**config.mk**
```make
export PLATFORM = sky130hd
export DESIGN_NAME = glob_wildcard_matcher
export DESIGN_NICKNAME = d
export VERILOG_FILES = /design/src/hdl/gwm_pkg.sv /design/src/hdl/gwm_nfa.sv /design/src/hdl/glob_wildcard_matcher.sv
export SDC_FILE = /design/constraint.sdc
export NUM_CORES = 1
export LEC_CHECK = 0
export BUFFER_PORTS_ARGS = -buffer_cell sky130_fd_sc_hd__buf_2
export CORE_ASPECT_RATIO = 1.4
export CORE_MARGIN = 10
export CORE_UTILIZATION = 50
export CTS_CLUSTER_DIAMETER = 80
export DETAILED_ROUTE_END_ITERATION = 10
export HOLD_SLACK_MARGIN = 0.15
export PLACE_DENSITY = 0.68
export SETUP_SLACK_MARGIN = 0.5
export SKIP_CTS_REPAIR_TIMING = 1
export SLEW_MARGIN = 20
export SYNTH_ARGS = -nofsm -noshare
export SYNTH_HDL_FRONTEND = slang
export SYNTH_SLANG_ARGS = --single-unit
```
**constraint.sdc**
```tcl
create_clock -name clock -period 5.13 [get_ports clock]
set_input_delay 0.513 -clock clock [delete_from_list [all_inputs] [get_ports clock]]
set_output_delay 0.513 -clock clock [all_outputs]
set_load 0.05 [all_outputs]
```
**src/hdl/gwm_pkg.sv**
```systemverilog
// ----------------------------------------------------------------------------
// gwm_pkg: shared definitions for the glob wildcard matcher
// Character codes, register indexes, widths and the item type that the
// matcher step logic and the top level both use.
// ----------------------------------------------------------------------------
package gwm_pkg;

   localparam int MAX_PATTERN_DEF = 32;   // default pattern capacity
   localparam int STORED_BYTES    = 32;   // pattern bytes held in registers
   localparam int LEN_W           = 6;    // width of pattern_length
   localparam int CSR_IDX_W       = 3;
   localparam int CSR_DATA_W      = 64;

   localparam logic [7:0] STAR_CHAR = 8'h2A;   // '*'
   localparam logic [7:0] ANY_CHAR  = 8'h3F;   // '?'

   localparam logic [CSR_IDX_W-1:0] CSR_PATTERN_LENGTH  = 3'd0;
   localparam logic [CSR_IDX_W-1:0] CSR_PATTERN_BYTES_0 = 3'd1;
   localparam logic [CSR_IDX_W-1:0] CSR_PATTERN_BYTES_1 = 3'd2;
   localparam logic [CSR_IDX_W-1:0] CSR_PATTERN_BYTES_2 = 3'd3;
   localparam logic [CSR_IDX_W-1:0] CSR_PATTERN_BYTES_3 = 3'd4;

   typedef struct packed {
      logic [7:0] name_char;
      logic       last;
      logic       empty_req;
   } item_type;

endpackage

```
**src/hdl/gwm_nfa.sv**
```systemverilog
// ----------------------------------------------------------------------------
// gwm_nfa: one step of the wildcard automaton
// Closes the live-position vector over stars, advances it by one name byte
// and reports whether the full pattern is reached at the end of a name.
// ----------------------------------------------------------------------------
module gwm_nfa #(
   parameter int MAX_PATTERN = gwm_pkg::MAX_PATTERN_DEF,
   localparam int EFF_MAX    = (MAX_PATTERN < gwm_pkg::STORED_BYTES) ?
                               MAX_PATTERN : gwm_pkg::STORED_BYTES,
   localparam int VEC_W      = EFF_MAX + 1
) (
   input  gwm_pkg::item_type                        item,
   input  logic [gwm_pkg::LEN_W-1:0]                pattern_length,
   input  logic [8*gwm_pkg::STORED_BYTES-1:0]       pattern_bytes,
   input  logic [VEC_W-1:0]                         live_vec,
   output logic [VEC_W-1:0]                         next_live,
   output logic                                     matched
);
   import gwm_pkg::*;

   localparam int LW     = $clog2(VEC_W);
   localparam int LEVELS = $clog2(VEC_W);

   logic [LW-1:0]      len_eff;
   logic [EFF_MAX-1:0] act_v;
   logic [EFF_MAX-1:0] star_v;
   logic [EFF_MAX-1:0] hit_v;
   logic [EFF_MAX-1:0] keep_v;
   logic [EFF_MAX-1:0] adv_v;
   logic [VEC_W-1:0]   pass_v;
   logic [VEC_W-1:0]   cur_v;
   logic [VEC_W-1:0]   step_v;
   logic [VEC_W-1:0]   done_v;

   // Star closure as a parallel prefix: a live bit runs forward through
   // every consecutive star, like a carry through propagate bits.
   function automatic logic [VEC_W-1:0] close_stars(input logic [VEC_W-1:0] gen,
                                                    input logic [VEC_W-1:0] pass);
      logic [VEC_W-1:0] g;
      logic [VEC_W-1:0] p;
      g = gen;
      p = pass;
      for (int d = 0; d < LEVELS; d++) begin
         g = g | (p & (g << (1 << d)));
         p = p & (p << (1 << d));
      end
      return g;
   endfunction

   assign len_eff = (pattern_length > LEN_W'(EFF_MAX)) ? LW'(EFF_MAX)
                                                       : pattern_length[LW-1:0];

   for (genvar i = 0; i < EFF_MAX; i++) begin : g_pos
      logic [7:0] pat_byte;
      assign pat_byte  = pattern_bytes[8*i +: 8];
      assign act_v[i]  = LW'(i) < len_eff;
      assign star_v[i] = act_v[i] && (pat_byte == STAR_CHAR);
      assign hit_v[i]  = act_v[i] && (pat_byte != STAR_CHAR) &&
                         ((pat_byte == ANY_CHAR) || (pat_byte == item.name_char));
   end

   assign pass_v = {star_v, 1'b0};
   assign cur_v  = close_stars(live_vec, pass_v);

   // A star keeps its position; a literal or '?' hit moves one forward.
   assign keep_v    = cur_v[EFF_MAX-1:0] & star_v;
   assign adv_v     = cur_v[EFF_MAX-1:0] & hit_v;
   assign step_v    = {1'b0, keep_v} | {adv_v, 1'b0};
   assign done_v    = close_stars(step_v, pass_v);
   assign next_live = step_v;
   assign matched   = item.empty_req ? cur_v[len_eff] : done_v[len_eff];

endmodule

```
**src/hdl/glob_wildcard_matcher.sv**
```systemverilog
// ----------------------------------------------------------------------------
// glob_wildcard_matcher: streaming file-name glob matcher
// Matches a name, one byte per beat, against a '*' / '?' pattern held in
// registers and returns one match bit at the end of each name.
// ----------------------------------------------------------------------------
//
//   channel   direction  payload                           ends a name
//   req_*     in         tdata=name_char tlast tuser=empty  tlast or tuser
//   rsp_*     out        tdata[0]=matched                   every beat
//   csr_*     in         index 0..4, 64-bit data            -
//
// One name byte per cycle unless a beat ending a name waits on an unread
// result; an accepted request beat is held in the step register, and its
// result is then registered in the response register.
// The live-position update (star closure, compare, shift) is combinational
// and sets that rate. Reset clears the pattern and leaves only position zero live.
// A stalled response holds; request beats that end no name keep flowing,
// and one ending a name waits only while an earlier result is still unread.
// ----------------------------------------------------------------------------
module glob_wildcard_matcher #(
   parameter int MAX_PATTERN = gwm_pkg::MAX_PATTERN_DEF
) (
   input  logic                            clock,
   input  logic                            reset,
   // request channel
   input  logic                            req_tvalid,
   output logic                            req_tready,
   input  logic [7:0]                      req_tdata,    // [7:0] name_char
   input  logic                            req_tlast,
   input  logic                            req_tuser,    // [0] empty_req
   // response channel
   output logic                            rsp_tvalid,
   input  logic                            rsp_tready,
   output logic [7:0]                      rsp_tdata,    // [0] matched, [7:1] zero
   // configuration channel
   input  logic                            csr_valid,
   output logic                            csr_ready,
   input  logic [gwm_pkg::CSR_IDX_W-1:0]   csr_index,
   input  logic [gwm_pkg::CSR_DATA_W-1:0]  csr_data
);
   import gwm_pkg::*;

   localparam int EFF_MAX = (MAX_PATTERN < STORED_BYTES) ? MAX_PATTERN : STORED_BYTES;
   localparam int VEC_W   = EFF_MAX + 1;

   // configuration registers
   logic [LEN_W-1:0]          len_ff, len_in;
   logic [8*STORED_BYTES-1:0] pat_ff, pat_in;

   // step register
   logic     s1_valid_ff, s1_valid_in;
   item_type item_ff, item_in;

   // live positions, stored before star closure
   logic [VEC_W-1:0] live_ff, live_in;

   // result register
   logic rsp_valid_ff, rsp_valid_in;
   logic rsp_match_ff, rsp_match_in;

   logic             req_fire;
   logic             eoi;
   logic             s1_adv;
   logic [VEC_W-1:0] step_live;
   logic             step_match;

   // Configuration: always ready, unknown indexes drop the write.
   assign csr_ready = 1'b1;

   always_comb begin
      len_in = len_ff;
      pat_in = pat_ff;
      if (csr_valid) begin
         unique case (csr_index)
            CSR_PATTERN_LENGTH:  len_in = csr_data[LEN_W-1:0];
            CSR_PATTERN_BYTES_0: pat_in[0*CSR_DATA_W +: CSR_DATA_W] = csr_data;
            CSR_PATTERN_BYTES_1: pat_in[1*CSR_DATA_W +: CSR_DATA_W] = csr_data;
            CSR_PATTERN_BYTES_2: pat_in[2*CSR_DATA_W +: CSR_DATA_W] = csr_data;
            CSR_PATTERN_BYTES_3: pat_in[3*CSR_DATA_W +: CSR_DATA_W] = csr_data;
            default: begin
            end
         endcase
      end
   end

   // Only a beat that ends a name needs room in the result register.
   assign eoi        = item_ff.last || item_ff.empty_req;
   assign s1_adv     = s1_valid_ff && (!eoi || !rsp_valid_ff || rsp_tready);
   assign req_tready = !s1_valid_ff || s1_adv;
   assign req_fire   = req_tvalid && req_tready;

   gwm_nfa #(
      .MAX_PATTERN (MAX_PATTERN)
   ) u_nfa (
      .item           (item_ff),
      .pattern_length (len_ff),
      .pattern_bytes  (pat_ff),
      .live_vec       (live_ff),
      .next_live      (step_live),
      .matched        (step_match)
   );

   always_comb begin
      s1_valid_in = s1_valid_ff;
      item_in     = item_ff;
      if (req_fire) begin
         s1_valid_in       = 1'b1;
         item_in.name_char = req_tdata;
         item_in.last      = req_tlast;
         item_in.empty_req = req_tuser;
      end else if (s1_adv) begin
         s1_valid_in = 1'b0;
      end

      // Advance the live vector; restart at position zero after a name ends.
      live_in = live_ff;
      if (s1_adv) begin
         live_in = eoi ? VEC_W'(1) : step_live;
      end

      rsp_valid_in = rsp_valid_ff;
      rsp_match_in = rsp_match_ff;
      if (s1_adv && eoi) begin
         rsp_valid_in = 1'b1;
         rsp_match_in = step_match;
      end else if (rsp_tready) begin
         rsp_valid_in = 1'b0;
      end
   end

   always_ff @(posedge clock) begin
      if (reset) begin
         len_ff       <= '0;
         pat_ff       <= '0;
         s1_valid_ff  <= 1'b0;
         live_ff      <= VEC_W'(1);
         rsp_valid_ff <= 1'b0;
      end else begin
         len_ff       <= len_in;
         pat_ff       <= pat_in;
         s1_valid_ff  <= s1_valid_in;
         live_ff      <= live_in;
         rsp_valid_ff <= rsp_valid_in;
      end
   end

   // Payload: no reset needed.
   always_ff @(posedge clock) begin
      item_ff      <= item_in;
      rsp_match_ff <= rsp_match_in;
   end

   assign rsp_tvalid = rsp_valid_ff;
   assign rsp_tdata  = {7'b0, rsp_match_ff};

   // A beat that ends a name always loads the result register.
   a_eoi_loads_rsp: assert property (@(posedge clock) disable iff (reset)
      (s1_adv && eoi) |=> rsp_valid_ff)
      else $error("end-of-name beat did not load a result");

   // After a name ends only position zero stays stored.
   a_eoi_restarts: assert property (@(posedge clock) disable iff (reset)
      (s1_adv && eoi) |=> (live_ff == VEC_W'(1)))
      else $error("live vector not restarted after end of name");

   // A held step register keeps its beat untouched.
   a_s1_holds: assert property (@(posedge clock) disable iff (reset)
      (s1_valid_ff && !s1_adv) |=> (s1_valid_ff && $stable(item_ff) && $stable(live_ff)))
      else $error("stalled step register changed");

   // Reset leaves only position zero live.
   a_reset_live: assert property (@(posedge clock)
      $past(reset) |-> (live_ff == VEC_W'(1)))
      else $error("live vector wrong after reset");

endmodule

```
Yosys cells after proc, flatten, opt, wreduce, memory -nomap -nowiden
Index checks and enable logic that the tools add are counted.
{ "classes": {"magnitude_cmp": 34, "n_eq_ne": 132, "muxes": 11, "bitwise": 32, "n_reduce_logical": 146} }
{ "op_table": {"columns": ["cell", "n"], "rows": [
  ["bitwise AND 33 bit", 17],
  ["== test 8 x 6 -> 1 bit (second input constant)", 64],
  ["OR 33 bit", 12],
  ["== test 8 bit", 32],
  ["!= test 8 x 6 -> 1 bit (second input constant)", 32],
  ["logical AND 1 bit", 99],
  ["< comparator 5 x 6 -> 1 bit (first input constant)", 16],
  ["bitwise AND 32 bit", 2],
  ["< comparator 4 x 6 -> 1 bit (first input constant)", 8],
  ["logical OR 1 bit", 36],
  ["two-way mux 33 bit", 1],
  ["OR 32 x 33 -> 33 bit", 1],
  ["< comparator 3 x 6 -> 1 bit (first input constant)", 4],
  ["binary-select mux 1 bit (select 6 bit)", 2],
  ["< comparator 1 x 6 -> 1 bit (first input constant)", 2],
  ["< comparator 2 x 6 -> 1 bit (first input constant)", 2],
  ["AND reduction 2 bit", 5],
  ["< comparator 6 x 7 -> 1 bit (second input constant)", 1],
  ["two-way mux 1 bit", 7],
  ["== test 3 x 2 -> 1 bit (second input constant)", 2],
  ["greater-than comparator 6 bit (second input constant)", 1],
  ["two-way mux 6 bit", 1],
  ["nonzero test 2 bit", 2],
  ["== test 3 x 1 -> 1 bit (second input constant)", 1],
  ["3 further kinds", 5]
]} }
{ "totals": {"register_bits": 308, "elab_cells": 367} }

Logic depth before layout (Yosys ltp)
{ "logic_depth": {"depth_word": 33, "ltp_mapped": 18, "ltp_nobuf": 15} }

Hierarchy
From an unflattened synthesis, not the netlist that was laid out.
{ "unflattened": {"hier_cells": 2545, "area_unflattened_um2": 18970.7} }
{ "modules_own_cells": {"columns": ["module", "instances", "cells_per_inst", "area_per_inst_um2", "seq_area_each_um2"], "rows": [
  ["glob_wildcard_matcher", 1, 1250, 10722.8, 6276.0],
  ["gwm_nfa", 1, 1295, 8247.9, 0.0]
]} }

Least setup slack after synthesis
Ideal clock, no wire load.
{ "synth_path": {"kind": "register -> register", "start": "register len_ff[5]", "end": "register rsp_match_ff (data pin)", "setup_ns": 0.259, "arrival_ns": 3.762, "required_time_ns": 4.871, "path_slack_ns": 1.110, "path_stages_with_launch": 18, "n_path_buf": 2, "path_cell_list": "dfxtp_1 > buf_6 > nor4_4 > nor4_4 > a21oi_2 > a221o_1 > or3b_1 > buf_6 > a31o_4 > a22o_1 > a211o_1 > a211o_1 > a21oi_1 > nor3_1 > o32ai_2 > o311ai_1 > nor3_2 > a21oi_2"} }
{ "synth_via": {"elab_chain_len": 29} }
{ "synth_rtl": {"columns": ["item", "line_no", "text"], "rows": [
  ["start: declaration", "glob_wildcard_matcher.sv:47", "logic [LEN_W-1:0] len_ff, len_in;"],
  ["start signal: assignment", "glob_wildcard_matcher.sv:139", "len_ff <= len_in;"],
  ["greater-than comparator 6 bit", "gwm_nfa.sv:50", "assign len_eff = (pattern_length > LEN_W'(EFF_MAX)) ? LW'(EFF_MAX)"],
  ["two-way mux 6 bit (*)", "gwm_nfa.sv:50", null],
  ["< comparator 1 x 6 -> 1 bit or < comparator 2 x 6 -> 1 bit (tied branches)", "gwm_nfa.sv:56", "assign act_v[i] = LW'(i) < len_eff;"],
  ["logical AND 1 bit", "gwm_nfa.sv:57", "assign star_v[i] = act_v[i] && (pat_byte == STAR_CHAR);"],
  ["bitwise AND 33 bit", "gwm_nfa.sv:44", "g = g | (p & (g << (1 << d)));"],
  ["OR 33 bit", "gwm_nfa.sv:44", null],
  ["bitwise AND 33 bit", "gwm_nfa.sv:44", null],
  ["OR 33 bit", "gwm_nfa.sv:44", null],
  ["[... 12 more ...]", null, null],
  ["bitwise AND 33 bit", "gwm_nfa.sv:44", null],
  ["OR 33 bit", "gwm_nfa.sv:44", null],
  ["bitwise AND 33 bit", "gwm_nfa.sv:44", null],
  ["OR 33 bit (3 in a row)", "gwm_nfa.sv:44", null],
  ["binary-select mux 1 bit (select 6 bit)", "gwm_nfa.sv:71", "assign matched = item.empty_req ? cur_v[len_eff] : done_v[len_eff];"],
  ["two-way mux 1 bit (not written as such)", "gwm_nfa.sv:71", null],
  ["two-way mux 1 bit (*)", "gwm_nfa.sv:71", null],
  ["via step_match", "glob_wildcard_matcher.sv:65", "logic step_match;"],
  ["end signal: assignment", "glob_wildcard_matcher.sv:150", "rsp_match_ff <= rsp_match_in;"],
  ["end: declaration", "glob_wildcard_matcher.sv:59", "logic rsp_match_ff, rsp_match_in;"]
]} }
The timed path passes the listed nets; every way through them passes the cells marked *. The select of a mux whose other input is x is not followed.
A chain may end at the register's enable or synchronous reset.

Worst setup path in the final report
{ "layout_path": {"start": "register len_ff[3]", "end": "register rsp_match_ff (data pin)"} }
The elaborated chain is that of the path after synthesis.

==> summary.md <==
| Metric | Value |
|---|---|
| Psw | `1.486 mW` |
| Clk slew on worst S/H paths | `0.07 ns` |
| Syn_area_per_cell | `7.276 sq um` |
| Congestion Overflow GR | `0` |
| Starting Density | `approximately half` |
| Total GRT Usage | `between 30 and 40%` |
| Design Power | `between 5 and 6 mW` |
| Share of layout cells above drive strength 1 | `14.90%` |
| Site row count | `85` |
| Switch share | `26.13%` |
| Top-area cell type share of the netlist area | `between 30% and 40%` |
| Multi-input gate area | `approximately 13000 sq um` |
| Cell Area, Synth | `roughly 19000 sq um` |
| Pin count of the biggest net entering global routing | `between 100 and 150` |
| Register area share after synthesis | `about a third` |
| Hold Path Class | `in -> reg` |
| Setup Crit Path Kind | `reg -> reg` |
| Worst-path cell chain | `buf_6 > a2111oi_4 > buf_4 > nor4_4 > buf_4 > nand2_1 > o21ai_4 > a22oi_2 > nor4_4 > o21ai_0 > a21oi_1 > nor2_1 > nor3_1 > a2111oi_0 > buf_4 > o211a_1 > o32a_1 > a21oi_2` |
| Gate power share | `between 10 and 15%` |
| CORE AREA | `38500 sq um` |
| Arrival time worst endpoint | `between 4 and 5 ns` |
| PortBufs | `84` |
| 1st-iter DRT viols | `just over 2000` |
| Clock latency on the worst-skew pair | `about 0.54 ns` |
| Final WL | `between 80000 and 90000 um` |
| TritonCTS Buffers | `34` |
| Initial antenna violation count | `3` |
| Vias per cell | `~6.3` |
| Routed vias | `between 20000 and 25000` |
| Top cell by count, worst path | `buf_4` |
| Wire per inst | `24.72 um` |
| Worst Tran Pin Value | `around 1 ns` |
| Fin area | `~23000 sq um` |
| Area leader, netlist | `dfxtp_1` |
| Max IR drop VDD | `approximately 280 uV` |
| Final min period | `~4.6 ns` |
| Clk pwr share | `45.4%` |
| Yosys cell types | `between 100 and 150` |
| Yosys reg bits | `308` |
| Die height | `roughly 250 um` |
| FF/Latch Area | `6279 sq um` |
| Setup-failing EPs final | `0` |
| Root buffer cell | `clkbuf_16` |
| YS warnings | `0` |
| Final WS setup | `0.5623 ns` |
| Dpl ws | `-0.1254 ns` |
| Startpoint Class | `flop` |
| CTS tree | `done` |
| 1st-pass router iterations | `6` |
| Placed Area | `~21000 sq um` |
| Residual DRC count | `0` |
| Number of global-route vias before repair | `20042` |
| First-pass GRT wire length | `~120000 um` |
| Final hold vios | `0` |
| Routed Antenna Nets | `0` |
| RSZ-0062 raised after global routing | `no` |
| Die area | `47310 sq um` |
| Synth top cells by count | `641 x nand2_1, 363 x a21oi_1, 297 x dfxtp_1` |
| CP required | `5.54 ns` |
| Fmax | `about 0.22 GHz` |
| Slew Limit Fails | `0` |
| Max_cap viols | `0` |
| Final #Nets | `around 2900` |
| CP max stage delay | `approximately 0.47 ns` |
| Htree depth | `2` |
| Ant diodes | `0` |
| Status | `finished, final reports clean` |
| Total Neg Setup Slack | `0 ns` |
| CTS sink count | `between 300 and 400` |
| EDFF count, synth | `11` |
| Cell count after synthesis | `between 2000 and 3000` |
| Most common cell in the netlist | `nand2_1` |
| Hold Worst Slack | `~0.16 ns` |
| Clock Skews | `approximately 0.027 ns` |
| Int Pwr | `4.201 mW` |
| Period utilization | `89.04%` |
| IO Count | `93` |
| HPWL after DPL | `60770 um` |
| Top cells by area, synth | `dfxtp_1 31%, nand2_1 12%, a21oi_1 9.3%, xnor2_1 9.0%, nor2_1 3.6%` |
| Fill cells | `roughly 3700` |
| Die Wd | `approximately 190 um` |
| CP max FO | `13` |
| Slew HR | `approximately a third` |
| Share of async-settable or async-resettable flops after synthesis | `0%` |
| Sequential share of power | `between 40% and 50%` |
| Lkg Pwr | `about 7.5 nW` |
| Area delta synth->final | `16.71%` |
| Clock tree buffer depth | `3` |
| Power per cell area | `approximately 250 nW/um^2` |
| GP Congestion | `between 1 and 1.5` |
| CP delay by family, top | `compound AO/OA/AOI/OAI gates` |
| CP max stage cell | `dfxtp_1` |
| Crit. End Element | `flop` |
| Buf/Inv on CP | `4` |
| Ys flop type | `dfxtp_1` |
[registers in the layout (all words and copies together), names as in the netlist]
name and flops:
s1_valid_ff 1, rsp_tvalid 1, item_ff 10, rsp_match_ff 1, live_ff 33, len_ff 6
pat_ff 256
[per-layer routing]
metal  share of wire (%)  track usage (%)  vias up
met3                 8.2            5.589      302
met5               0.016                0        -
li1                    -                -     9609
met4                 6.3            19.33        2
met2                  48            56.21     1008
met1                  38            39.02     9961
[worst paths after layout]
check                                           endpoint  slack, ns  cells after the start                     start
worst max-delay path              rsp_match_ff$_DFFE_PP_       0.56                     18    len_ff[3]$_SDFFE_PP0P_
worst min-delay path                item_ff[7]$_DFFE_PP_       0.16                      1              req_tdata[5]
worst max register to register    rsp_match_ff$_DFFE_PP_       0.56                     18    len_ff[3]$_SDFFE_PP0P_
worst min register to register  pat_ff[101]$_SDFFE_PP0P_       0.48                      2  pat_ff[101]$_SDFFE_PP0P_
[cells by family (layout without fill, tap and decap cells)]
kind of cell / Yosys count / after routing / share of synthesized area (%)
AO/OA/AOI/OAI: 699 / 699 / 22.84
flip-flops: 308 / 308 / 32.26
buffers and inverters: 193 / 312 / 4.109
AND/OR/NAND/NOR: 1209 / 1209 / 28.80
multiplexers: 7 / 7 / 0.4309
other: 2 / 8 / 0.03860
XOR/XNOR: 256 / 256 / 11.52
[cell type report]
class,instances,share of cell area (%)
inverter,24,0.3967
sequential,308,27.65
timing repair buffer,229,7.439
tap,522,2.876
multi-input combinational,2179,56.51
clock inverter,9,0.4739
clock buffer,50,4.651
[placed cells by master, fill, tap and decap left out, types with 22 or more instances in the layout]
cell type	count
a21oi_1	350
a22oi_1	22
and2_1	22
buf_2	83
buf_4	128
clkbuf_16	39
dfxtp_1	295
inv_1	24
nand2_1	640
nand3_1	45
nand4_1	66
nor2_1	176
nor3_1	55
nor4_1	32
o21ai_0	73
or3_1	27
xnor2_1	200
xor2_1	56
[worst reg2reg max path, cell delays in order, from the launching register on]
cell and delay [ns]:
dfxtp_1 0.47, buf_6 0.23, a2111oi_4 0.05, buf_4 0.17, nor4_4 0.38, buf_4 0.24, nand2_1 0.13, o21ai_4 0.31
a22oi_2 0.21, nor4_4 0.40, o21ai_0 0.18, a21oi_1 0.36, nor2_1 0.08, nor3_1 0.30, a2111oi_0 0.13, buf_4 0.21
o211a_1 0.11, o32a_1 0.36, a21oi_2 0.13
[stage by stage]
step | std cells | util, %
floorplan | 2680 | -
global placement | 3240 | 54.35
detailed placement | 3240 | 54.37
CTS | 3299 | 57.39
global route | 3321 | 58.98
finish | 3321 | 58.98
[power by group through the flow]
stage	sequential, mW	clock [mW]	combinational, mW
2_1_floorplan	2.55	0	0.363
3_3_place_gp	2.57	0	0.545
3_5_place_dp	2.57	0	0.556
4_1_cts	2.52	2.59	0.558
5_1_grt	2.52	2.70	0.627
6_report	2.52	2.58	0.586
Note: power is estimated with default switching activity, not from simulation.
